<file path="src/sv/xcqi_pkg.sv">
package xcqi_pkg;

  localparam int unsigned QUEUE_DEPTH_DEF = 8;
  localparam int unsigned MAX_SOURCES_DEF = 16;
  localparam int unsigned FIFO_DEPTH      = 2;
  localparam int unsigned NSRC_W          = 5;
  localparam int unsigned GO_W            = 5;
  localparam logic [GO_W-1:0] GO_BIT_RESET = 5'd31;

  localparam logic RK_WORD   = 1'b0;
  localparam logic RK_REPORT = 1'b1;

  typedef enum logic [1:0] {
    RT_HEADER = 2'd0,
    RT_SOURCE = 2'd1,
    RT_DONE   = 2'd2
  } req_type_e;

  typedef enum logic [1:0] {
    ST_OK       = 2'd0,
    ST_FULL     = 2'd1,
    ST_TOO_MANY = 2'd2,
    ST_SPURIOUS = 2'd3
  } status_e;

  typedef enum logic [2:0] {
    BS_IDLE,
    BS_TAG,
    BS_LEN,
    BS_SRC,
    BS_DEST,
    BS_REPORT
  } back_state_e;

  typedef struct packed {
    logic [1:0]        req_type;
    logic [31:0]       dest_addr;
    logic [31:0]       byte_length;
    logic [NSRC_W-1:0] num_sources;
    logic [31:0]       src_addr;
    logic [15:0]       req_tag;
  } req_t;

  typedef struct packed {
    logic        result_kind;
    logic [31:0] fifo_word;
    logic [1:0]  done_status;
    logic [15:0] done_tag;
    logic        last_of_run;
  } rsp_t;

  typedef struct packed {
    logic [31:0]       dest;
    logic [31:0]       length;
    logic [NSRC_W-1:0] count;
    logic [15:0]       tag;
  } meta_t;

  typedef struct packed {
    logic        issue;
    logic        report;
    logic        tag_from_ring;
    status_e     status;
    logic [15:0] tag;
  } cmd_t;

endpackage

</file>
<file path="src/sv/xcqi_front.sv">
module xcqi_front #(
  parameter int unsigned QUEUE_DEPTH = 8,
  parameter int unsigned MAX_SOURCES = 16,
  localparam int unsigned IdxW = $clog2(QUEUE_DEPTH),
  localparam int unsigned SaW  = $clog2(QUEUE_DEPTH * MAX_SOURCES),
  localparam int unsigned CntW = $clog2(QUEUE_DEPTH + 1)
) (
  input  logic              clk_i,
  input  logic              rst_ni,
  input  logic              accept_i,
  input  xcqi_pkg::req_t    req_i,
  output logic              push_o,
  output xcqi_pkg::cmd_t    cmd_o,
  output logic [IdxW-1:0]   issue_idx_o,
  output logic [IdxW-1:0]   tag_idx_o,
  output logic              meta_we_o,
  output logic [IdxW-1:0]   meta_waddr_o,
  output xcqi_pkg::meta_t   meta_wdata_o,
  output logic              src_we_o,
  output logic [SaW-1:0]    src_waddr_o,
  output logic [31:0]       src_wdata_o
);
  import xcqi_pkg::*;

  logic [IdxW-1:0]   head_q, head_d, tail_q, tail_d;
  logic [CntW-1:0]   count_q, count_d;
  logic              eng_busy_q, eng_busy_d;
  logic [NSRC_W-1:0] pend_q, pend_d, pos_q, pos_d;
  logic              commit;

  function automatic logic [IdxW-1:0] next_idx(input logic [IdxW-1:0] i);
    return (i == IdxW'(QUEUE_DEPTH - 1)) ? '0 : i + 1'b1;
  endfunction

  always_comb begin
    head_d       = head_q;
    tail_d       = tail_q;
    count_d      = count_q;
    eng_busy_d   = eng_busy_q;
    pend_d       = pend_q;
    pos_d        = pos_q;
    commit       = 1'b0;
    push_o       = 1'b0;
    cmd_o        = '0;
    issue_idx_o  = head_q;
    tag_idx_o    = head_q;
    meta_we_o    = 1'b0;
    meta_waddr_o = tail_q;
    meta_wdata_o = '{dest: req_i.dest_addr, length: req_i.byte_length,
                     count: req_i.num_sources, tag: req_i.req_tag};
    src_we_o     = 1'b0;
    src_waddr_o  = SaW'(tail_q) * SaW'(MAX_SOURCES) + SaW'(pos_q);
    src_wdata_o  = req_i.src_addr;

    if (accept_i) begin
      case (req_i.req_type)
        RT_HEADER: begin
          pend_d = '0;
          pos_d  = '0;
          if (count_q == CntW'(QUEUE_DEPTH)) begin
            push_o        = 1'b1;
            cmd_o.report  = 1'b1;
            cmd_o.status  = ST_FULL;
            cmd_o.tag     = req_i.req_tag;
          end else if (req_i.num_sources > NSRC_W'(MAX_SOURCES)) begin
            push_o        = 1'b1;
            cmd_o.report  = 1'b1;
            cmd_o.status  = ST_TOO_MANY;
            cmd_o.tag     = req_i.req_tag;
          end else begin
            meta_we_o = 1'b1;
            if (req_i.num_sources == '0) begin
              commit = 1'b1;
            end else begin
              pend_d = req_i.num_sources;
            end
          end
        end
        RT_SOURCE: begin
          if (pend_q != '0 && pos_q < NSRC_W'(MAX_SOURCES)) begin
            src_we_o = 1'b1;
            pos_d    = pos_q + 1'b1;
            pend_d   = pend_q - 1'b1;
            if (pend_q == NSRC_W'(1)) begin
              commit = 1'b1;
            end
          end
        end
        RT_DONE: begin
          push_o       = 1'b1;
          cmd_o.report = 1'b1;
          if (count_q != '0) begin
            head_d              = next_idx(head_q);
            count_d             = count_q - 1'b1;
            eng_busy_d          = 1'b0;
            cmd_o.status        = ST_OK;
            cmd_o.tag_from_ring = 1'b1;
            tag_idx_o           = head_q;
            if (count_q > CntW'(1)) begin
              eng_busy_d  = 1'b1;
              cmd_o.issue = 1'b1;
              issue_idx_o = next_idx(head_q);
            end
          end else begin
            cmd_o.status = ST_SPURIOUS;
          end
        end
        default: ;
      endcase

      if (commit) begin
        tail_d  = next_idx(tail_q);
        count_d = count_q + 1'b1;
        pend_d  = '0;
        pos_d   = '0;
        if (!eng_busy_q) begin
          eng_busy_d  = 1'b1;
          push_o      = 1'b1;
          cmd_o.issue = 1'b1;
          issue_idx_o = head_q;
        end
      end
    end
  end

  always_ff @(posedge clk_i or negedge rst_ni) begin
    if (!rst_ni) begin
      head_q     <= '0;
      tail_q     <= '0;
      count_q    <= '0;
      eng_busy_q <= 1'b0;
      pend_q     <= '0;
      pos_q      <= '0;
    end else begin
      head_q     <= head_d;
      tail_q     <= tail_d;
      count_q    <= count_d;
      eng_busy_q <= eng_busy_d;
      pend_q     <= pend_d;
      pos_q      <= pos_d;
    end
  end

endmodule

</file>
<file path="config.mk">
export PLATFORM = sky130hd
export DESIGN_NAME = xcqi_front
export DESIGN_NICKNAME = d
export VERILOG_FILES = /design/src/sv/xcqi_pkg.sv /design/src/sv/xcqi_front.sv
export SDC_FILE = /design/constraint.sdc
export NUM_CORES = 1
export LEC_CHECK = 0
export ABC_AREA = 1
export BUFFER_PORTS_ARGS = -buffer_cell sky130_fd_sc_hd__buf_2
export CAP_MARGIN = 10
export CORE_AREA = 4 4 106 108
export CTS_BUF_LIST = sky130_fd_sc_hd__clkbuf_8
export DETAILED_ROUTE_END_ITERATION = 12
export DIE_AREA = 0 0 110 112
export PLACE_DENSITY = 0.62
export SETUP_SLACK_MARGIN = 0.3
export SLEW_MARGIN = 30
export SYNTH_ARGS = -nofsm -noshare
export SYNTH_HDL_FRONTEND = slang
export SYNTH_SLANG_ARGS = --single-unit
</file>
<file path="constraint.sdc">
create_clock -name clk_i -period 2.7 [get_ports clk_i]
set_clock_uncertainty 0.15 [all_clocks]
set_input_delay 0.81 -clock clk_i [delete_from_list [all_inputs] [get_ports clk_i]]
set_output_delay 0.81 -clock clk_i [all_outputs]
set_load 0.05 [all_outputs]
</file>
==> results of run 1 <==
-- metrics by stage --
stage	total power, mW	setup TNS, ps
after detailed placement	1.984	-5875
after CTS	2.464	-1447
after global placement	1.959	-5501
after global routing	2.726	-2961
final	2.542	-1477
after floorplan	2.017	-673.2
-- metal layers --
layer,wire [um],GRT usage
met1,2588,0.1254
met2,3683,0.1897
met3,722,0.05217
met4,129,0.03491
met5,0,0
-- state kept, by name (all words and copies together), names as in the netlist --
signal,count
count_q,4
head_q,3
meta_waddr_o,3
pos_q,5
eng_busy_q,1
pend_q,5
-- layout make-up --
cell class | instances | area (um^2)
clock buffer | 3 | 41.29
clock inverter | 1 | 5.005
fill | 984 | 6466
inverter | 28 | 158.9
multi-input combinational | 191 | 1609
sequential | 21 | 528.0
tap | 136 | 170.2
timing repair buffer | 135 | 1252
-- timing repair --
action,4_1_cts,5_1_grt
setup buffers,15,3
hold buffers,0,0
resized for setup,115,26
cloned,3,0
endpoints found under the setup margin,28,29
pin swaps,22,11
-- cells by family after synthesis --
group                    count (synthesis)  synth area share
adder cells (fa/ha/maj)                 14           0.06673
XOR/XNOR                                10           0.03336
flip-flops                              21            0.2002
AND/OR/NAND/NOR                        143            0.2512
buffers and inverters                  153            0.3961
AO/OA/AOI/OAI                           24           0.05243
-- cell usage after synthesis (2+ instances only) --
| master | instances | area (um^2) |
|---|---|---|
| buf_4 | 121 | 908.4 |
| nand2_1 | 76 | 285.3 |
| o21ai_0 | 15 | 75.07 |
| inv_1 | 25 | 93.84 |
| o22ai_1 | 3 | 18.77 |
| ha_1 | 14 | 175.2 |
| nand2_4 | 3 | 33.78 |
| dfrtp_1 | 21 | 525.5 |
| nand3_2 | 2 | 20.02 |
| or2_2 | 2 | 12.51 |
| inv_2 | 2 | 7.510 |
| xor2_1 | 10 | 87.58 |
| o21ai_2 | 2 | 17.52 |
| nand3_1 | 20 | 100.1 |
| nand2_2 | 2 | 12.51 |
| buf_2 | 3 | 15.01 |
| nand4_1 | 2 | 12.51 |
| nor2_1 | 29 | 108.9 |
| nor2_4 | 3 | 33.78 |
-- how the worst max path moves through the flow --
stage / startpoint / end / slack, ps / cells after the start
after floorplan: req_i[117] / issue_idx_o[0] / -140 / 7
final: req_i[118] / cmd_o[16] / -100 / 9
after CTS: req_i[49] / cmd_o[20] / -90 / 9
after global routing: count_q[1]$_DFFE_PN0P_ / issue_idx_o[2] / -170 / 9
after detailed placement: req_i[117] / issue_idx_o[1] / -270 / 10
after global placement: req_i[117] / issue_idx_o[1] / -240 / 10
-- worst max-delay path: stages --
cell     delay (ps)
buf_12          120
nor2_4          110
inv_2            50
nor2_4          160
buf_6           130
buf_12          130
inv_8            40
o21ai_4         140
buf_12          150
-- power by group --
part | leakage [nW] | total [mW] | switching (mW) | internal (mW)
clock | 0.0255 | 0.227 | 0.123 | 0.103
sequential | 0.272 | 0.514 | 0.101 | 0.412
combinational | 1.54 | 1.80 | 1.11 | 0.693
total | 1.84 | 2.54 | 1.33 | 1.21
==> impl_metrics.ini, run 1 <==
[route]
first_pass_iters = 4
drcViolationCount = 0
vias_per_cell = 4.371
drt_iter0_markers = 70
wl_um = 7123
wl_per_cell_um = 13.83
routed-via-count = 2251
ant_nets = 0

[final_layout]
area_growth_pct = 43.42
post-route-util = 0.3680
n_antenna_cell = 0
fin_area_mm2 = 0.003765
mostFrequentLayoutCells = buf_2, nand2_1, buf_4, nor2_4, buf_6
drive_gt1_frac = 0.6359
final_nets = 516
stdcell_count = 515
final_common_cell = buf_2

[place]
dp_hpwl_um = 4995
dp_slack_ps = -273.7
gp_congestion = 0.7876
dp.cells = 490
io_buffers = 86
postPlaceCellArea_mm2 = 0.003022

[power_and_ir_drop]
total_leakage_power_nw = 1.841
p_per_area_mw_per_mm2 = 675.3
ir_worst_vdd_mv = 0.4331

[outcome]
status = finished with violations
violations = setup timing

[sta]
holdWs_ps = 347.7
max_freq_mhz = 357.7
slew_headroom = 0.6585
worstMarginPinSlew_ps = 512.3
min_period_over_period = 1.035
slew_violations = 0
finalSetupViolations = 25
rsz0062_at_grt = true
hold_viol = 0
setup_slack_ps = -95.76
fin_crit_ps = 2796

[floorplan]
die_w_um = 110
initial_core_util = 0.2566
die_y_um = 112
rows = 37
coreArea_mm2 = 0.01023
dieArea_mm2 = 0.01232
top_level_ports = 279

[setup_path]
reg2reg_to = pend_q[0]$_DFFE_PN0P_
rr_startpoint = pend_q[0]$_DFFE_PN0P_
startpoint_type = input pin
reg2reg_depth = 11
worstSetupPathType = input pin to primary output
crit_required_ps = 1740
rrSetupSlack_ps = 880
crit_arrival_ps = 1840
cp-end-kind = primary output
crit_fanout = 5

[synthesis]
postSynthCellCount = 365
yosys_register_bits = 21
synth_top_flop_cell = dfrtp_1
synth_edf_count = 0
synth_area_mm2 = 0.002625
avgSynthCellArea_um2 = 7.192
synth_cell_type_count = 29
synth.net_count = 501
ys_seq_area_frac = 0.2002
ys_warn_count = 0
postSynth.asyncResetShare = 1.000

[global_routing]
grt_overflow = 0
track_usage = 0.1129
grt_pass1_vias = 2247
antenna_found_initial = 0
grt_pass1_wl_um = 11210
grt_max_degree = 22

[cts]
h-tree-depth = 1
clockRootBuffer = clkbuf_8
cts_made_buffers = 3
worstSkewPairLatency_ps = 270
path_clk_slew_ps = 90
tritoncts = built
clockBufferDepth = 2
clkSinkCount = 21

[run]
max_cap_violations = 0

[hold_path]
hold_path_class = input pin to async pin
(Power assumes the default switching activity.)
==> run 2: changes to the inputs <==
Settings changed: SETUP_SLACK_MARGIN 0.3 to 0.05.
==> impl_metrics.ini, run 2 (same netlist as run 1, synthesis figures left out) <==
[setup_path]
crit_required_ps = 1740
rrSetupSlack_ps = 810
cp-end-kind = primary output
worst_path_dominant_cell_family = simple AND/OR/NAND/NOR gates
path_common_cell = nand2_4
max_stage_delay_ps = 200
path_buf_inv = 2
cp_slowest_cell = nand3b_1
reg2reg_depth = 13
startpoint_type = input pin
crit_fanout = 3
path_depth = 9
worstSetupPathType = input pin to primary output
crit_arrival_ps = 1850
path_cells = buf_8, nor2_4, nand2_4, nor2_4, nand3_2, nand2_4, nand3b_1, nand2_4, buf_8

[power_and_ir_drop]
switching_share = 0.5277
p_per_area_mw_per_mm2 = 686.0
seq_power_share = 0.210
combPwrFrac = 0.701
power_switching_mw = 1.269
cellInternalPower_mw = 1.136
total_leakage_power_nw = 1.772
ir_worst_vdd_mv = 0.3484
pwr-share-clk = 0.089

[sta]
finalSetupViolations = 24
rsz0062_at_grt = true
slew_headroom = 0.6647
setup_slack_ps = -109.5
worstMarginPinSlew_ps = 502.9
max_freq_mhz = 355.9
min_period_over_period = 1.041
hold_viol = 0
fin_crit_ps = 2809
slew_violations = 0
fin_setup_tns_ps = -1413

[floorplan]
top_level_ports = 279
die_y_um = 112
die_w_um = 110
rows = 37
initial_core_util = 0.2566
coreArea_mm2 = 0.01023
dieArea_mm2 = 0.01232

[global_routing]
antenna_found_initial = 0
grt_max_degree = 22
grt_pass1_vias = 2208
grt_overflow = 0
track_usage = 0.1167
grt_pass1_wl_um = 11650

[route]
drt_iter0_markers = 92
m1WireLength_um = 2779
wl_um = 7492
ant_nets = 0
dr_wl_met3_um = 792
first_pass_iters = 4
wl_per_cell_um = 14.66
wl_met2_um = 3821
maxUsedRoutingLayer = met4
vias_per_cell = 4.237
drcViolationCount = 0
routed-via-count = 2165

[cts]
h-tree-depth = 1
path_clk_slew_ps = 80
clockRootBuffer = clkbuf_8
clockBufferDepth = 2
tritoncts = built
clkSinkCount = 21
worstSkewPairLatency_ps = 260
cts_made_buffers = 3

[run]
max_cap_violations = 0

[final_layout]
mostFrequentLayoutCells = buf_2, nand2_1, buf_4, nor2_4, buf_6
fillers = 1074
fin_area_mm2 = 0.003507
post-route-util = 0.3428
n_antenna_cell = 0
reg_top3 = pend_q x5, pos_q x5, count_q x4
final_nets = 512
area_growth_pct = 33.60
drive_gt1_frac = 0.6000
final_common_cell = buf_2

[place]
postPlaceCellArea_mm2 = 0.002884
dp_hpwl_um = 5749
gp_congestion = 0.8185
io_buffers = 86
dp_slack_ps = -302.8

[outcome]
status = finished with violations
violations = setup timing

[hold_path]
hold_path_class = input pin to async pin
run 2: cell count changes in the layout (fill, tap and decap cells not counted), moves of 3 or more:
cell and change:
ha_1 +3, buf_16 -3, buf_8 +4, buf_2 +3, nand2_1 +3, nor2_4 -3, buf_6 -5, ha_4 -4
nor2_1 +3
run 2: stage by stage:
| stage | instances | hold WS, ps | total power, mW |
|---|---|---|---|
| final | 511 | 353.8 | 2.406 |
| after global routing | 511 | 385.3 | 2.594 |
| after CTS | 510 | 351.3 | 2.347 |
| after detailed placement | 494 | 331.5 | 1.978 |
| after global placement | 494 | 322.9 | 1.947 |
| after floorplan | 365 | 308.9 | 1.988 |
run 2: per-layer routing:
metal | up-vias | track usage
li1 | 1044 | -
met1 | 1014 | 0.1390
met2 | 85 | 0.1873
met3 | 22 | 0.05565
met4 | 0 | 0.02993
met5 | - | 0
run 2: worst paths after layout:
| check | start | to |
|---|---|---|
| worst min register to register | eng_busy_q$_DFFE_PN0P_ | eng_busy_q$_DFFE_PN0P_ |
| worst max-delay path | req_i[50] | push_o |
| max in group asynchronous | rst_ni | meta_waddr_o[0]$_DFFE_PN0P_ |
| min in group clk_i | eng_busy_q$_DFFE_PN0P_ | eng_busy_q$_DFFE_PN0P_ |
| worst max register to register | pend_q[0]$_DFFE_PN0P_ | count_q[0]$_DFFE_PN0P_ |
| worst min-delay path | rst_ni | pend_q[1]$_DFFE_PN0P_ |
run 2: cell type report:
cell class                      count  area (um^2)  share of cell area
Tap cell                          136        170.2             0.04852
Sequential cell                    21        525.5              0.1498
Timing Repair Buffer              131         1141              0.3254
Multi-Input combinational cell    191         1491              0.4253
Clock inverter                      1        5.005            0.001427
Clock buffer                        3        41.29             0.01177
Inverter                           28        132.6             0.03782
run 2: what timing repair did:
action	in CTS	in global routing
cloned	1	0
hold buffers	0	0
setup buffers	11	5
endpoints found under the setup margin	27	27
pin swaps	17	21
gates resized for setup	104	46
run 2: worst reg2reg max path: stages (launching register included):
cell	delay [ps]
dfrtp_1	410
inv_2	70
ha_2	170
inv_2	30
nor2_1	70
nand2_1	100
nand4_4	100
nand2_4	60
buf_4	120
buf_4	170
nand2_4	140
nand2_4	80
nand2_1	60
nand2_1	50
run 2: power groups by stage:
stage / Combinational [mW] / Sequential (mW) / Clock (mW)
2_1_floorplan: 1.36 / 0.625 / 0
3_3_place_gp: 1.45 / 0.501 / 0
3_5_place_dp: 1.47 / 0.504 / 0
4_1_cts: 1.63 / 0.501 / 0.219
5_1_grt: 1.84 / 0.522 / 0.234
6_report: 1.69 / 0.506 / 0.214
==> run 3: changes to the inputs <==
Settings changed: GPL_ROUTABILITY_DRIVEN from default to 1, MAX_ROUTING_LAYER from default to met4.
==> impl_metrics.ini, run 3 (same netlist as run 1, synthesis figures left out) <==
[final_layout]
mostFrequentLayoutCells = buf_2, nand2_1, buf_4, nor2_4, buf_6
fin_area_mm2 = 0.003507
n_antenna_cell = 0
multi_input_area_mm2 = 0.001491
post-route-util = 0.3428
fillers = 1074
final_nets = 512
final_common_cell = buf_2
area_growth_pct = 33.60
seqCellArea_um2 = 525.5
reg_top3 = pend_q x5, pos_q x5, count_q x4
stdcell_count = 511
drive_gt1_frac = 0.6000

[cts]
clkSinkCount = 21
cts_made_buffers = 3
clockBufferDepth = 2
path_clk_slew_ps = 80
worstSkewPairLatency_ps = 260
hold_buffers = 0
clockRootBuffer = clkbuf_8
tritoncts = built
h-tree-depth = 1

[place]
dp_hpwl_um = 5749
gp_congestion = 0.8307
io_buffers = 86
dp.cells = 494
postPlaceCellArea_mm2 = 0.002884

[hold_path]
hold_path_class = input pin to async pin

[floorplan]
dieArea_mm2 = 0.01232
die_w_um = 110
coreArea_mm2 = 0.01023
initial_core_util = 0.2566
top_level_ports = 279
rows = 37
die_y_um = 112

[route]
drcViolationCount = 0
drt_iter0_markers = 71
wl_per_cell_um = 14.66
ant_nets = 0
first_pass_iters = 4
vias_per_cell = 4.243
routed-via-count = 2168
wl_um = 7493

[setup_path]
crit_required_ps = 1740
crit_fanout = 3
cp-end-kind = primary output
crit_arrival_ps = 1850
startpoint_type = input pin
worstSetupPathType = input pin to primary output

[global_routing]
grt_overflow = 0
grt_pass1_vias = 2213
antenna_found_initial = 0
gr-usage-met3 = 0.05507
grt_use_met2 = 0.1873
met1_usage = 0.1394
grt_pass1_wl_um = 11640
busiest_layer = met2
track_usage = 0.1201
grt_max_degree = 22

[sta]
worstMarginPinSlew_ps = 502.6
max_freq_mhz = 355.9
setup_slack_ps = -109.4
slew_violations = 0
rsz0062_at_grt = true
min_period_over_period = 1.041
fin_crit_ps = 2809
holdWs_ps = 353.7
finalSetupViolations = 24
slew_headroom = 0.6649
hold_viol = 0

[power_and_ir_drop]
finalPower_mw = 2.406
p_per_area_mw_per_mm2 = 685.9
ir_worst_vdd_mv = 0.3484
total_leakage_power_nw = 1.772

[outcome]
violations = setup timing
status = finished with violations

[run]
max_cap_violations = 0
==> run 3: cell counts in the layout (fill, tap and decap cells not counted) <==
No cell type changed its count.
==> run 3: final cells by class <==
cell class | instances | share of cell area
clock inverter | 1 | 0.001427
timing repair buffer | 131 | 0.3254
sequential | 21 | 0.1498
inverter | 28 | 0.03782
tap | 136 | 0.04852
multi-input combinational | 191 | 0.4253
clock buffer | 3 | 0.01177
==> run 3: worst paths after layout <==
check	startpoint	end	slack [ps]	depth (start not counted)
max	req_i[50]	push_o	-110	9
min reg2reg	eng_busy_q$_DFFE_PN0P_	eng_busy_q$_DFFE_PN0P_	360	2
min in group clk_i	eng_busy_q$_DFFE_PN0P_	eng_busy_q$_DFFE_PN0P_	360	2
min	rst_ni	pend_q[1]$_DFFE_PN0P_	350	1
max in group asynchronous	rst_ni	meta_waddr_o[0]$_DFFE_PN0P_	1710	1
max reg2reg	pend_q[0]$_DFFE_PN0P_	count_q[0]$_DFFE_PN0P_	810	13
==> run 3: routing by layer <==
layer,vias up,wire length [um]
met5,-,0
met3,22,783
met2,87,3816
met4,0,104
met1,1015,2789
li1,1044,-
==> run 3: what timing repair did <==
action	4_1_cts	5_1_grt
gates cloned	1	0
pin swaps	17	21
setup endpoints to repair	27	27
buffers inserted	11	5
gates resized for setup	104	46
==> run 3: where the power goes <==
part	switching [mW]	internal, mW	total (mW)
clock network	0.111	0.103	0.214
registers	0.0963	0.410	0.506
logic	1.06	0.624	1.69
total	1.27	1.14	2.41
==> run 3: through the flow <==
| stage | setup WS (ps) | setup TNS [ps] |
|---|---|---|
| global placement | -278.7 | -5115 |
| floorplan | -188.0 | -868.0 |
| detailed placement | -302.8 | -5262 |
| global route | -193.4 | -3040 |
| finish | -109.4 | -1413 |
| CTS | -147.8 | -1865 |
==> run 3: critical path: stages <==
cell	delay (ps)
buf_8	100
nor2_4	120
nand2_4	80
nor2_4	80
nand3_2	90
nand2_4	70
nand3b_1	200
nand2_4	140
buf_8	150
